### src/hdl/lbspe_pkg.sv
// Types, codes and per-channel update functions of the LED pattern engine.
package lbspe_pkg;

  typedef enum logic [2:0] {
    KIND_TICK   = 3'd0,
    KIND_LEVEL  = 3'd1,
    KIND_BLINK  = 3'd2,
    KIND_STROBE = 3'd3,
    KIND_STOP   = 3'd4
  } kind_e;

  typedef enum logic [1:0] {
    MODE_NONE   = 2'd0,
    MODE_BLINK  = 2'd1,
    MODE_STROBE = 2'd2
  } mode_e;

  localparam logic STATUS_OK  = 1'b0;
  localparam logic STATUS_ERR = 1'b1;
  localparam logic [7:0] ON_DEFAULT = 8'd255;

  typedef struct packed {
    logic [7:0]  level;
    logic [1:0]  mode;
    logic [15:0] rem;
    logic [15:0] phase;
    logic [15:0] pause;
    logic [7:0]  on;
    logic [7:0]  left;
    logic [7:0]  ppb;
    logic        is_on;
    logic        pausing;
  } chan_t;

  localparam int ChanBits = $bits(chan_t);

  localparam chan_t CHAN_RESET = '{
    level: 8'd0, mode: MODE_NONE, rem: 16'd0, phase: 16'd0, pause: 16'd0,
    on: ON_DEFAULT, left: 8'd0, ppb: 8'd0, is_on: 1'b0, pausing: 1'b0
  };

  typedef struct packed {
    logic       status;
    logic [2:0] chan;
    logic [7:0] level;
    logic       last;
  } res_t;

  function automatic logic [7:0] lit_drive(input chan_t s);
    return (s.on != 8'd0) ? s.on : ON_DEFAULT;
  endfunction

  function automatic chan_t halt(input chan_t s);
    chan_t r;
    r = s;
    r.mode    = MODE_NONE;
    r.pausing = 1'b0;
    r.is_on   = 1'b0;
    r.rem     = 16'd0;
    return r;
  endfunction

  // Advance one channel by one millisecond; fired reports a level applied.
  function automatic chan_t tick_chan(input chan_t s, output logic fired);
    chan_t r;
    r = s;
    fired = 1'b0;
    if (s.mode == MODE_NONE) begin
      r = s;
    end else if (s.rem > 16'd1) begin
      r.rem = s.rem - 16'd1;
    end else if (s.mode == MODE_BLINK) begin
      r.is_on = ~s.is_on;
      r.level = r.is_on ? lit_drive(s) : 8'd0;
      r.rem   = s.phase;
      fired   = 1'b1;
    end else if (s.pausing) begin
      r.pausing = 1'b0;
      r.left    = s.ppb;
      r.is_on   = 1'b0;
      r.rem     = s.phase;
    end else begin
      fired   = 1'b1;
      r.is_on = ~s.is_on;
      r.rem   = s.phase;
      if (r.is_on) begin
        r.level = lit_drive(s);
        if (s.left != 8'd0) r.left = s.left - 8'd1;
      end else begin
        r.level = 8'd0;
        if (s.left == 8'd0) begin
          if (s.pause == 16'd0) begin
            r = halt(r);
          end else begin
            r.pausing = 1'b1;
            r.rem     = s.pause;
          end
        end
      end
    end
    return r;
  endfunction

  // Apply a valid command to one channel; quot is burst_time / pulse_count.
  function automatic chan_t apply_cmd(input chan_t s, input logic [2:0] kind,
                                      input logic [7:0] lv, input logic [15:0] period,
                                      input logic [7:0] count, input logic [15:0] pause,
                                      input logic [15:0] quot);
    chan_t r;
    logic [15:0] p;
    logic [15:0] half;
    r = halt(s);
    p = 16'd0;
    half = 16'd0;
    if (kind == KIND_LEVEL) begin
      r.level = lv;
    end else if (kind == KIND_BLINK || kind == KIND_STROBE) begin
      if (s.level != 8'd0) r.on = s.level;
      r.level = 8'd0;
      if (kind == KIND_BLINK) begin
        half   = period >> 1;
        r.mode = MODE_BLINK;
      end else begin
        p      = (quot != 16'd0) ? quot : 16'd1;
        half   = p >> 1;
        r.mode = MODE_STROBE;
        r.pause = pause;
        r.left  = count;
        r.ppb   = count;
      end
      r.phase = (half != 16'd0) ? half : 16'd1;
      r.rem   = r.phase;
    end
    return r;
  endfunction

endpackage

### src/hdl/led_blink_strobe_pattern_engine_core.sv
// Top level of the LED level, blink and strobe pattern engine.
//
//   channel  valid        stall        payload
//   input    in_valid_i   in_stall_o   kind, channel, level, blink_period, pulse_count,
//                                      burst_time, pause_time
//   output   out_valid_o  out_stall_i  status, out_channel, out_level, duty, last
//
// A tick reads and rewrites the state of each channel in turn in the channel state memory
// (S_TRD, then S_TEX), and S_TFIN places the pending last result, if any. Set level and
// stop read the channel (S_CRD) and write it back (S_CEX); start strobe also waits in S_CEX
// for the bit-serial divider of burst time by pulse count. An invalid command goes through
// S_ERR. A stalled output holds the engine when it has a new result to place. After reset
// every channel reads as its reset state through per-channel valid bits; no clearing pass runs.
module led_blink_strobe_pattern_engine_core #(
  parameter int CHANNELS  = 6,
  parameter int DUTY_BITS = 13
) (
  input  logic        clk_i,
  input  logic        rst_ni,
  input  logic        in_valid_i,
  output logic        in_stall_o,
  input  logic [2:0]  kind_i,
  input  logic [2:0]  channel_i,
  input  logic [7:0]  level_i,
  input  logic [15:0] blink_period_i,
  input  logic [7:0]  pulse_count_i,
  input  logic [15:0] burst_time_i,
  input  logic [15:0] pause_time_i,
  output logic        out_valid_o,
  input  logic        out_stall_i,
  output logic        status_o,
  output logic [2:0]  out_channel_o,
  output logic [7:0]  out_level_o,
  output logic [12:0] duty_o,
  output logic        last_o
);

  localparam int AW = (CHANNELS > 1) ? $clog2(CHANNELS) : 1;
  localparam int XW = 8 + DUTY_BITS;

  typedef enum logic [6:0] {
    S_IDLE = 7'b0000001,
    S_ERR  = 7'b0000010,
    S_CRD  = 7'b0000100,
    S_CEX  = 7'b0001000,
    S_TRD  = 7'b0010000,
    S_TEX  = 7'b0100000,
    S_TFIN = 7'b1000000
  } state_e;

  function automatic logic [12:0] duty_of(input logic [7:0] lv);
    logic [XW-1:0] x;
    logic [XW-1:0] est;
    logic [XW-1:0] r;
    x   = (XW'(lv) << DUTY_BITS) - XW'(lv);
    est = (x + (x >> 8)) >> 8;
    r   = x - ((est << 8) - est);
    for (int i = 0; i < 3; i++) begin
      if (r >= XW'(255)) begin
        r   = r - XW'(255);
        est = est + XW'(1);
      end
    end
    return est[12:0];
  endfunction

  state_e state_q, state_d;
  logic [2:0]  kind_q;
  logic [2:0]  ch_q;
  logic [7:0]  lv_q;
  logic [15:0] per_q;
  logic [7:0]  cnt_q;
  logic [15:0] pause_q;
  logic [AW-1:0] scan_q, scan_d;
  logic [CHANNELS-1:0] vld_q, vld_d;
  logic rvld_q, rvld_d;
  lbspe_pkg::res_t out_q, out_d, pend_q, pend_d;
  logic out_v_q, out_v_d, pend_v_q, pend_v_d;

  logic accept, out_free, bad, div_done;
  logic [15:0] quot;
  logic re, we;
  logic [AW-1:0] raddr, waddr;
  logic [lbspe_pkg::ChanBits-1:0] rdata;
  lbspe_pkg::chan_t rec, rec_tick, rec_cmd, wrec;
  logic fired;

  assign in_stall_o = (state_q != S_IDLE);
  assign accept     = in_valid_i && !in_stall_o;
  assign out_free   = !out_v_q || !out_stall_i;

  assign bad = (kind_i > lbspe_pkg::KIND_STOP) || ({1'b0, channel_i} >= 4'(CHANNELS)) ||
               (kind_i == lbspe_pkg::KIND_BLINK && blink_period_i == 16'd0) ||
               (kind_i == lbspe_pkg::KIND_STROBE &&
                (pulse_count_i == 8'd0 || burst_time_i == 16'd0));

  lbspe_div u_div (
    .clk_i      (clk_i),
    .rst_ni     (rst_ni),
    .start_i    (accept && kind_i == lbspe_pkg::KIND_STROBE && !bad),
    .dividend_i (burst_time_i),
    .divisor_i  (pulse_count_i),
    .done_o     (div_done),
    .quot_o     (quot)
  );

  lbspe_ram #(.WIDTH(lbspe_pkg::ChanBits), .DEPTH(CHANNELS)) u_ram (
    .clk_i   (clk_i),
    .we_i    (we),
    .waddr_i (waddr),
    .wdata_i (wrec),
    .re_i    (re),
    .raddr_i (raddr),
    .rdata_o (rdata)
  );

  assign rec      = rvld_q ? lbspe_pkg::chan_t'(rdata) : lbspe_pkg::CHAN_RESET;
  assign rec_cmd  = lbspe_pkg::apply_cmd(rec, kind_q, lv_q, per_q, cnt_q, pause_q, quot);

  always_comb begin
    rec_tick = lbspe_pkg::tick_chan(rec, fired);
  end

  always_comb begin
    state_d  = state_q;
    scan_d   = scan_q;
    vld_d    = vld_q;
    rvld_d   = rvld_q;
    out_d    = out_q;
    out_v_d  = out_v_q && out_stall_i;
    pend_d   = pend_q;
    pend_v_d = pend_v_q;
    re       = 1'b0;
    we       = 1'b0;
    raddr    = AW'(ch_q);
    waddr    = AW'(ch_q);
    wrec     = rec_cmd;
    unique case (state_q)
      S_IDLE: begin
        if (accept) begin
          scan_d = '0;
          if (kind_i == lbspe_pkg::KIND_TICK) state_d = S_TRD;
          else if (bad) state_d = S_ERR;
          else state_d = S_CRD;
        end
      end
      S_ERR: begin
        if (out_free) begin
          out_d   = '{status: lbspe_pkg::STATUS_ERR, chan: ch_q, level: 8'd0, last: 1'b1};
          out_v_d = 1'b1;
          state_d = S_IDLE;
        end
      end
      S_CRD: begin
        re      = 1'b1;
        rvld_d  = vld_q[ch_q[AW-1:0]];
        state_d = S_CEX;
      end
      S_CEX: begin
        if (div_done && out_free) begin
          we      = 1'b1;
          vld_d[ch_q[AW-1:0]] = 1'b1;
          out_d   = '{status: lbspe_pkg::STATUS_OK, chan: ch_q, level: rec_cmd.level,
                      last: 1'b1};
          out_v_d = 1'b1;
          state_d = S_IDLE;
        end
      end
      S_TRD: begin
        re      = 1'b1;
        raddr   = scan_q;
        rvld_d  = vld_q[scan_q];
        state_d = S_TEX;
      end
      S_TEX: begin
        waddr = scan_q;
        wrec  = rec_tick;
        if (!(fired && pend_v_q && !out_free)) begin
          we = 1'b1;
          vld_d[scan_q] = 1'b1;
          if (fired) begin
            if (pend_v_q) begin
              out_d   = pend_q;
              out_v_d = 1'b1;
            end
            pend_d   = '{status: lbspe_pkg::STATUS_OK, chan: 3'(scan_q),
                         level: rec_tick.level, last: 1'b0};
            pend_v_d = 1'b1;
          end
          if (scan_q == AW'(CHANNELS - 1)) begin
            state_d = S_TFIN;
          end else begin
            scan_d  = scan_q + AW'(1);
            state_d = S_TRD;
          end
        end
      end
      S_TFIN: begin
        if (!pend_v_q) begin
          state_d = S_IDLE;
        end else if (out_free) begin
          out_d      = pend_q;
          out_d.last = 1'b1;
          out_v_d    = 1'b1;
          pend_v_d   = 1'b0;
          state_d    = S_IDLE;
        end
      end
      default: state_d = S_IDLE;
    endcase
  end

  always_ff @(posedge clk_i or negedge rst_ni) begin
    if (!rst_ni) begin
      state_q  <= S_IDLE;
      vld_q    <= '0;
      out_v_q  <= 1'b0;
      pend_v_q <= 1'b0;
    end else begin
      state_q  <= state_d;
      vld_q    <= vld_d;
      out_v_q  <= out_v_d;
      pend_v_q <= pend_v_d;
    end
  end

  always_ff @(posedge clk_i) begin
    scan_q <= scan_d;
    rvld_q <= rvld_d;
    out_q  <= out_d;
    pend_q <= pend_d;
    if (accept) begin
      kind_q  <= kind_i;
      ch_q    <= channel_i;
      lv_q    <= level_i;
      per_q   <= blink_period_i;
      cnt_q   <= pulse_count_i;
      pause_q <= pause_time_i;
    end
  end

  assign out_valid_o   = out_v_q;
  assign status_o      = out_q.status;
  assign out_channel_o = out_q.chan;
  assign out_level_o   = out_q.level;
  assign duty_o        = duty_of(out_q.level);
  assign last_o        = out_q.last;

endmodule

### src/hdl/lbspe_ram.sv
// Generic single-write, single-read RAM with registered read data.
module lbspe_ram #(
  parameter int WIDTH = 8,
  parameter int DEPTH = 8
) (
  input  logic                                        clk_i,
  input  logic                                        we_i,
  input  logic [((DEPTH > 1) ? $clog2(DEPTH) : 1)-1:0] waddr_i,
  input  logic [WIDTH-1:0]                            wdata_i,
  input  logic                                        re_i,
  input  logic [((DEPTH > 1) ? $clog2(DEPTH) : 1)-1:0] raddr_i,
  output logic [WIDTH-1:0]                            rdata_o
);

  logic [WIDTH-1:0] mem_q [DEPTH];

  always_ff @(posedge clk_i) begin
    if (we_i) mem_q[waddr_i] <= wdata_i;
    if (re_i) rdata_o <= mem_q[raddr_i];
  end

endmodule

### src/hdl/lbspe_div.sv
// Restoring divider, 16-bit dividend by 8-bit divisor, one bit per cycle.
module lbspe_div (
  input  logic        clk_i,
  input  logic        rst_ni,
  input  logic        start_i,
  input  logic [15:0] dividend_i,
  input  logic [7:0]  divisor_i,
  output logic        done_o,
  output logic [15:0] quot_o
);

  logic [15:0] q_q, q_d;
  logic [7:0]  rem_q, rem_d;
  logic [7:0]  dvs_q, dvs_d;
  logic [4:0]  cnt_q, cnt_d;
  logic [8:0]  trial;

  always_comb begin
    q_d   = q_q;
    rem_d = rem_q;
    dvs_d = dvs_q;
    cnt_d = cnt_q;
    trial = {rem_q, q_q[15]};
    if (start_i) begin
      q_d   = dividend_i;
      rem_d = 8'd0;
      dvs_d = divisor_i;
      cnt_d = 5'd16;
    end else if (cnt_q != 5'd0) begin
      if (trial >= {1'b0, dvs_q}) begin
        rem_d = 8'(trial - {1'b0, dvs_q});
        q_d   = {q_q[14:0], 1'b1};
      end else begin
        rem_d = trial[7:0];
        q_d   = {q_q[14:0], 1'b0};
      end
      cnt_d = cnt_q - 5'd1;
    end
  end

  always_ff @(posedge clk_i or negedge rst_ni) begin
    if (!rst_ni) begin
      cnt_q <= 5'd0;
    end else begin
      cnt_q <= cnt_d;
    end
  end

  always_ff @(posedge clk_i) begin
    q_q   <= q_d;
    rem_q <= rem_d;
    dvs_q <= dvs_d;
  end

  assign done_o = (cnt_q == 5'd0);
  assign quot_o = q_q;

endmodule

### config.mk
export PLATFORM = sky130hd
export DESIGN_NAME = led_blink_strobe_pattern_engine_core
export DESIGN_NICKNAME = d
export VERILOG_FILES = /design/src/hdl/lbspe_pkg.sv /design/src/hdl/led_blink_strobe_pattern_engine_core.sv /design/src/hdl/lbspe_ram.sv /design/src/hdl/lbspe_div.sv
export SDC_FILE = /design/constraint.sdc
export NUM_CORES = 1
export LEC_CHECK = 0
export BUFFER_PORTS_ARGS = -buffer_cell sky130_fd_sc_hd__buf_2
export CORE_MARGIN = 2
export CORE_UTILIZATION = 24
export DETAILED_ROUTE_END_ITERATION = 10
export PLACE_DENSITY = 0.36
export SLEW_MARGIN = 20
export SYNTH_ARGS = -nofsm -noshare
export SYNTH_HDL_FRONTEND = slang
export SYNTH_SLANG_ARGS = --single-unit
### constraint.sdc
create_clock -name clk_i -period 18.3 [get_ports clk_i]
set_clock_uncertainty 0.1 [all_clocks]
set_input_delay 1.83 -clock clk_i [delete_from_list [all_inputs] [get_ports clk_i]]
set_output_delay 1.83 -clock clk_i [all_outputs]
set_load 0.03 [all_outputs]
* Word level (Yosys, flattened, before mapping)
Memory sizes are Yosys's and may differ from the RTL's. A register that Yosys moved wholly into a read port is not among the register bits. Index checks and enable logic that the tools add are counted.
Storage, ports and cells: register bits 134, memory bits (writable) 504, logic and storage cells 235, memories 1
Memories:
- u_ram.mem_q | words 6, width 84, read ports 1, clocked after memory_dff 1, write ports 1, RTL line lbspe_ram.sv:15 | logic [WIDTH-1:0] mem_q [DEPTH];
Cells by class: add/subtract/negate cells 14, order comparisons 11, equal/unequal tests 24, muxes and demuxes 110, bitwise gates (word level) 4, reduce and logical (&&, ||, !) cells 49
Operators by type and width (number):
- $mux 84 | 3
- $mux 16 | 12
- $mux 13 | 10
- $mux 58 | 2
- $mux 8 | 11
- $mux 82 | 1
- $mux 76 | 1
- $mux 74 | 1
- $ge 21x8->1 const B | 3
- $mux 56 | 1
- $pmux 13 s4 | 1
- $pmux 7 s7 | 1
- $logic_not 16->1 | 3
- $mux 21 | 2
- $mux 7 | 6
- $sub 21x8->21 const B | 2
- $mux 40 | 1
- $add 13x1->13 const B | 3
- $reduce_bool 16->1 | 2
- $mux 10 | 3
- $mux 1 | 28
- $reduce_bool 8->1 | 3
- $add 21x13->21 | 1
- $sub 21x13->21 | 1
- 53 further kinds | 110

* Longest topological paths before layout
depth in word-level cells 11, mapped depth 43, gate-level depth less buffers 38

* Modules after synthesis
Synthesis repeated with hierarchy kept, for this count alone.
Unflattened totals: cells, all modules 2691, area total of the unflattened synthesis 35357.7 µm²
By module, submodules not included:
- lbspe_ram | instances 1, cells an instance 1075, area each 22135.0 µm², seq. area each 17656.9 µm²
- led_blink_strobe_pattern_engine_core | instances 1, cells an instance 1434, area each 11209.5 µm², seq. area each 2808.9 µm²
- lbspe_div | instances 1, cells an instance 182, area each 2013.2 µm², seq. area each 1006.0 µm²

* Worst setup path before layout
OpenSTA, ideal clock, no wires.
path type flip-flop to output port, start point register out_q, in the netlist out_level_o[0], end point output duty_o[3], data arrival time 9.282 ns, required time 16.370 ns, slack 7.088 ns, cell stages (with the launch flop) 39, path through edfxtp_1 > inv_1 > ha_1 > nor3b_2 > and3_1 > nor3_1 > inv_1 > ha_1 > a2111oi_0 > o21ai_0 > o211ai_1 > a21boi_0 > o31ai_1 > xor2_1 > inv_1 > fa_1 > inv_1 > ha_1 > [3 not listed] > or4_1 > o311a_1 > xor2_4 > and4_1 > buf_4 > nand2_2 > buf_6 > nand2_1 > o21ai_0 > ha_1 > o2111a_1 > a211oi_4 > nand3_2 > a2111oi_2 > nand4_2 > and4_4 > buf_6 > xnor2_1
Between the ends: word-level cells in the longest chain between the ends 10, elaborated cells between the ends (all ways) 17, those cells by class add/sub: 9; order compare: 3; mux: 5
Ends and longest elaborated chain:
- start, declared | RTL line led_blink_strobe_pattern_engine_core.sv:77 | lbspe_pkg::res_t out_q, out_d, pend_q, pend_d;
- start signal, assigned | RTL line led_blink_strobe_pattern_engine_core.sv:230 | out_q <= out_d;
- $sub 21x8->21 * | RTL line led_blink_strobe_pattern_engine_core.sv:55 | x = (XW'(lv) << DUTY_BITS) - XW'(lv);
- $add 21x13->21 | RTL line led_blink_strobe_pattern_engine_core.sv:56 | est = (x + (x >> 8)) >> 8;
- $sub 21x13->21 | RTL line led_blink_strobe_pattern_engine_core.sv:57 | r = x - ((est << 8) - est);
- $sub 21x21->21 | RTL line led_blink_strobe_pattern_engine_core.sv:57
- $sub 21x8->21 / $ge 21x8->1 (equally long branches) | RTL line led_blink_strobe_pattern_engine_core.sv:60, led_blink_strobe_pattern_engine_core.sv:59
- $mux 21 / $mux 13 (equally long branches) | RTL line led_blink_strobe_pattern_engine_core.sv:59 | if (r >= XW'(255)) begin
- $sub 21x8->21, or another cell as far along | RTL line led_blink_strobe_pattern_engine_core.sv:60 | r = r - XW'(255);
- $mux 21 / $mux 13 (equally long branches) | RTL line led_blink_strobe_pattern_engine_core.sv:59
- $ge 21x8->1 / $add 13x1->13 (equally long branches) | RTL line led_blink_strobe_pattern_engine_core.sv:59, led_blink_strobe_pattern_engine_core.sv:61
- $mux 13 * | RTL line led_blink_strobe_pattern_engine_core.sv:59
- end, declared | RTL line led_blink_strobe_pattern_engine_core.sv:34 | output logic [12:0] duty_o,
Every way passes the cells marked *; elsewhere a longest branch is shown, timed or not.

* Worst setup path after layout
start point register out_q, in the netlist out_level_o[0], end point output duty_o[12]
Same word-level chain as after synthesis.

==> flow_summary.ini <==
[power_and_ir_drop]
finalPower_mw = 8.32
worst_ir_drop_vdd_mv = 0.294
power_density_nw_per_um2 = 209
power_leakage_nw = 13.3

[sta]
relSlewSlack_pct = 31.5
tightestPinTransition_ns = 1.03
slew_violations = 0
fmax_mhz = 72.9
tns_ns = 0
post-route-min-period_ns = 13.71
setup_viol = 0
fin_ws_ns = 4.59
finalHoldViolations = 0
fin_crit_sh_pct = 74.9
rsz0062_at_grt = no

[yosys]
synth_xor_area_share_pct = 2.29
synthMuxAreaShare_pct = 9.08
synth_edf_count = 693
synth_cell_types = 115
synth_fp_nets = 2740
synth_flop_cell = edfxtp_1
synthCells = 2595
yosysSeqAreaShare_pct = 62.5
yosysWarnings = 0
synth_top_family_by_area = simple AND/OR/NAND/NOR gates
synth_area_um2 = 34300
synth_fa_ha_area_share_pct = 2.72
synth-seq-cells = 721
avgSynthCellArea_um2 = 13.2
yosys.area_share.simple_pct = 10.7
async_reset_ff_share_pct = 2.77
synth-compound-area-share_pct = 10.3

[placement]
dp_hpwl_um = 71100
port_buffers = 101
gp_congestion = 0.851
post-place-ws_ns = 5.39

[critical_path]
cp-start-kind = flip-flop
arrival_ns = 11.78
critical_path.max_stage_delay_ns = 0.65
path_class = reg -> out
cp_slowest_cell = nor2_1
endpoint_kind = output pin
worstPathRequired_ns = 16.37
crit_fanout = 15

[clock_network]
cts_max_level = 3
cts_resized = 0
cts.sinks = 721
clk_pin_slew_ns = 0.06
cts_hold_buffers = 0
post-cts-setup-buffers = 0
ctsLongestPathBuffers = 3
clk_latency_ns = 0.68
cts-root-buf = clkbuf_16
cts_made_buffers = 83
cts_tree = built

[detailed_routing]
wl_per_cell_um = 23.3
first_pass_iters = 5
vias_per_cell = 4.79
via_count = 22300
drt_wl_total_um = 108000
drt_first_iter_violations = 1486
drc = 0
ant_nets = 0

[grt]
grt_max_degree = 99
globalRouteOverflowTotal = 0
grt.total_usage_pct = 14.6
grt_pass1_vias = 22800
grt_first_pass_wirelength_um = 158000
antenna_found_initial = 14

[hold_path]
hp-class = reg -> reg

[die]
num_rows = 138
fp.dieH_um = 382
io_pins = 102
die-width_um = 382
initial_core_util_pct = 24.2
die_area_um2 = 146000
core_um2 = 142000

[finish]
fin_nets = 2843
final_cell_mix = edfxtp_1 (693), nand2_1 (312), o21ai_0 (206)
area_growth_pct = 15.9
antenna_cells = 0
final_core_util_pct = 28.1
mostFrequentLayoutCell = edfxtp_1
drive_gt1_share_pct = 16.0

[flow_run]
maxCapViolCount = 0

[status]
outcome = finished clean
[worst paths after layout]
| kind | from | to | slack, ns | cells after the start |
|---|---|---|---|---|
| worst max-delay path | out_level_o[0]$_DFFE_PP_ | duty_o[12] | 4.59 | 36 |
| worst min register to register | u_div.rem_q[7]$_SDFFE_PP0P_ | u_div.rem_q[7]$_SDFFE_PP0P_ | 0.36 | 2 |
| worst min-delay path | u_div.rem_q[7]$_SDFFE_PP0P_ | u_div.rem_q[7]$_SDFFE_PP0P_ | 0.36 | 2 |
| worst max register to register | rvld_q$_DFFE_PP_ | u_ram.mem_q[3][40]$_DFFE_PP_ | 13.07 | 11 |
| max in group asynchronous | rst_ni | state_q[3]$_DFFE_PN0P_ | 16.71 | 1 |
| min in group asynchronous | rst_ni | state_q[5]$_DFFE_PN0P_ | 1.02 | 1 |
[metal layers]
layer / track usage (%) / vias up / wire, µm
met3: 2.50 / 151 / 4870
met5: 0 / - / 27
met4: 3.89 / 4 / 2850
li1: - / 10200 / -
met1: 20.5 / 11400 / 51000
met2: 23.3 / 555 / 49700
[flip-flops by register name, indices dropped and copies added (netlist names), 5 cells and up]
| name | cells |
|---|---|
| cnt_q | 8 |
| lv_q | 8 |
| out_level_o | 8 |
| pause_q | 16 |
| pend_q | 11 |
| per_q | 15 |
| state_q | 7 |
| u_div.cnt_q | 5 |
| u_div.dvs_q | 8 |
| u_div.quot_o | 16 |
| u_div.rem_q | 8 |
| u_ram.mem_q | 504 |
| u_ram.rdata_o | 84 |
| vld_q | 6 |
[cells in the mapped netlist (18+ instances only)]
library cell,number,area share (%)
nand2b_1,18,0.33
or2_2,21,0.38
ha_1,65,2.4
inv_1,78,0.85
a21oi_1,106,1.5
nand2_1,312,3.4
mux2i_1,109,3.2
nand4_1,21,0.38
mux4_2,85,5.6
buf_1,18,0.20
xnor2_1,68,1.7
o31ai_1,20,0.44
nand3_1,47,0.68
a211oi_1,21,0.46
o21ai_0,206,3.0
nor3_1,51,0.74
clkbuf_1,93,1.0
dfrtp_1,19,1.4
edfxtp_1,693,61
nor4_1,34,0.62
a31oi_1,19,0.35
nor2_1,149,1.6
a21o_1,19,0.42
[where the power goes]
part / internal, mW / total (mW) / switching (mW)
clock: 0.940 / 1.64 / 0.697
combinational: 1.54 / 4.49 / 2.95
sequential: 2.07 / 2.20 / 0.131
total: 4.55 / 8.32 / 3.77
[cells by family after synthesis]
kind of cell             Yosys count
AND/OR/NAND/NOR                  757
flip-flops                       721
AO/OA/AOI/OAI                    550
buffers and inverters            206
multiplexers                     204
XOR/XNOR                          86
adder cells (fa/ha/maj)           71
[per-stage QoR]
step / std cells / hold WS (ns) / cell area (µm²)
detailed placement: 4503 / 0.351 / 37200
global placement: 4503 / 0.345 / 37100
global route: 4651 / 0.391 / 39800
floorplan: 2595 / 0.334 / 34300
finish: 4651 / 0.358 / 39800
CTS: 4651 / 0.359 / 39800
[worst max-delay path: cells and delay by family (launching register included)]
family,cells,cell delay [ns]
compound gates,13,3.74
xor+xnor,4,1.18
fa+ha+maj,5,1.83
buf+inv,5,0.85
flops,1,0.51
simple gates,9,3.00
[cell type report]
class | count | area, µm²
Multi-Input combinational cell | 1668 | 12200
Tap cell | 1890 | 2360
Fill cell | 14400 | 102000
Clock buffer | 98 | 2130
Timing Repair Buffer | 144 | 853
Clock inverter | 50 | 538
Inverter | 80 | 302
Sequential cell | 721 | 21500
Note: power is estimated with default switching activity, not from simulation.
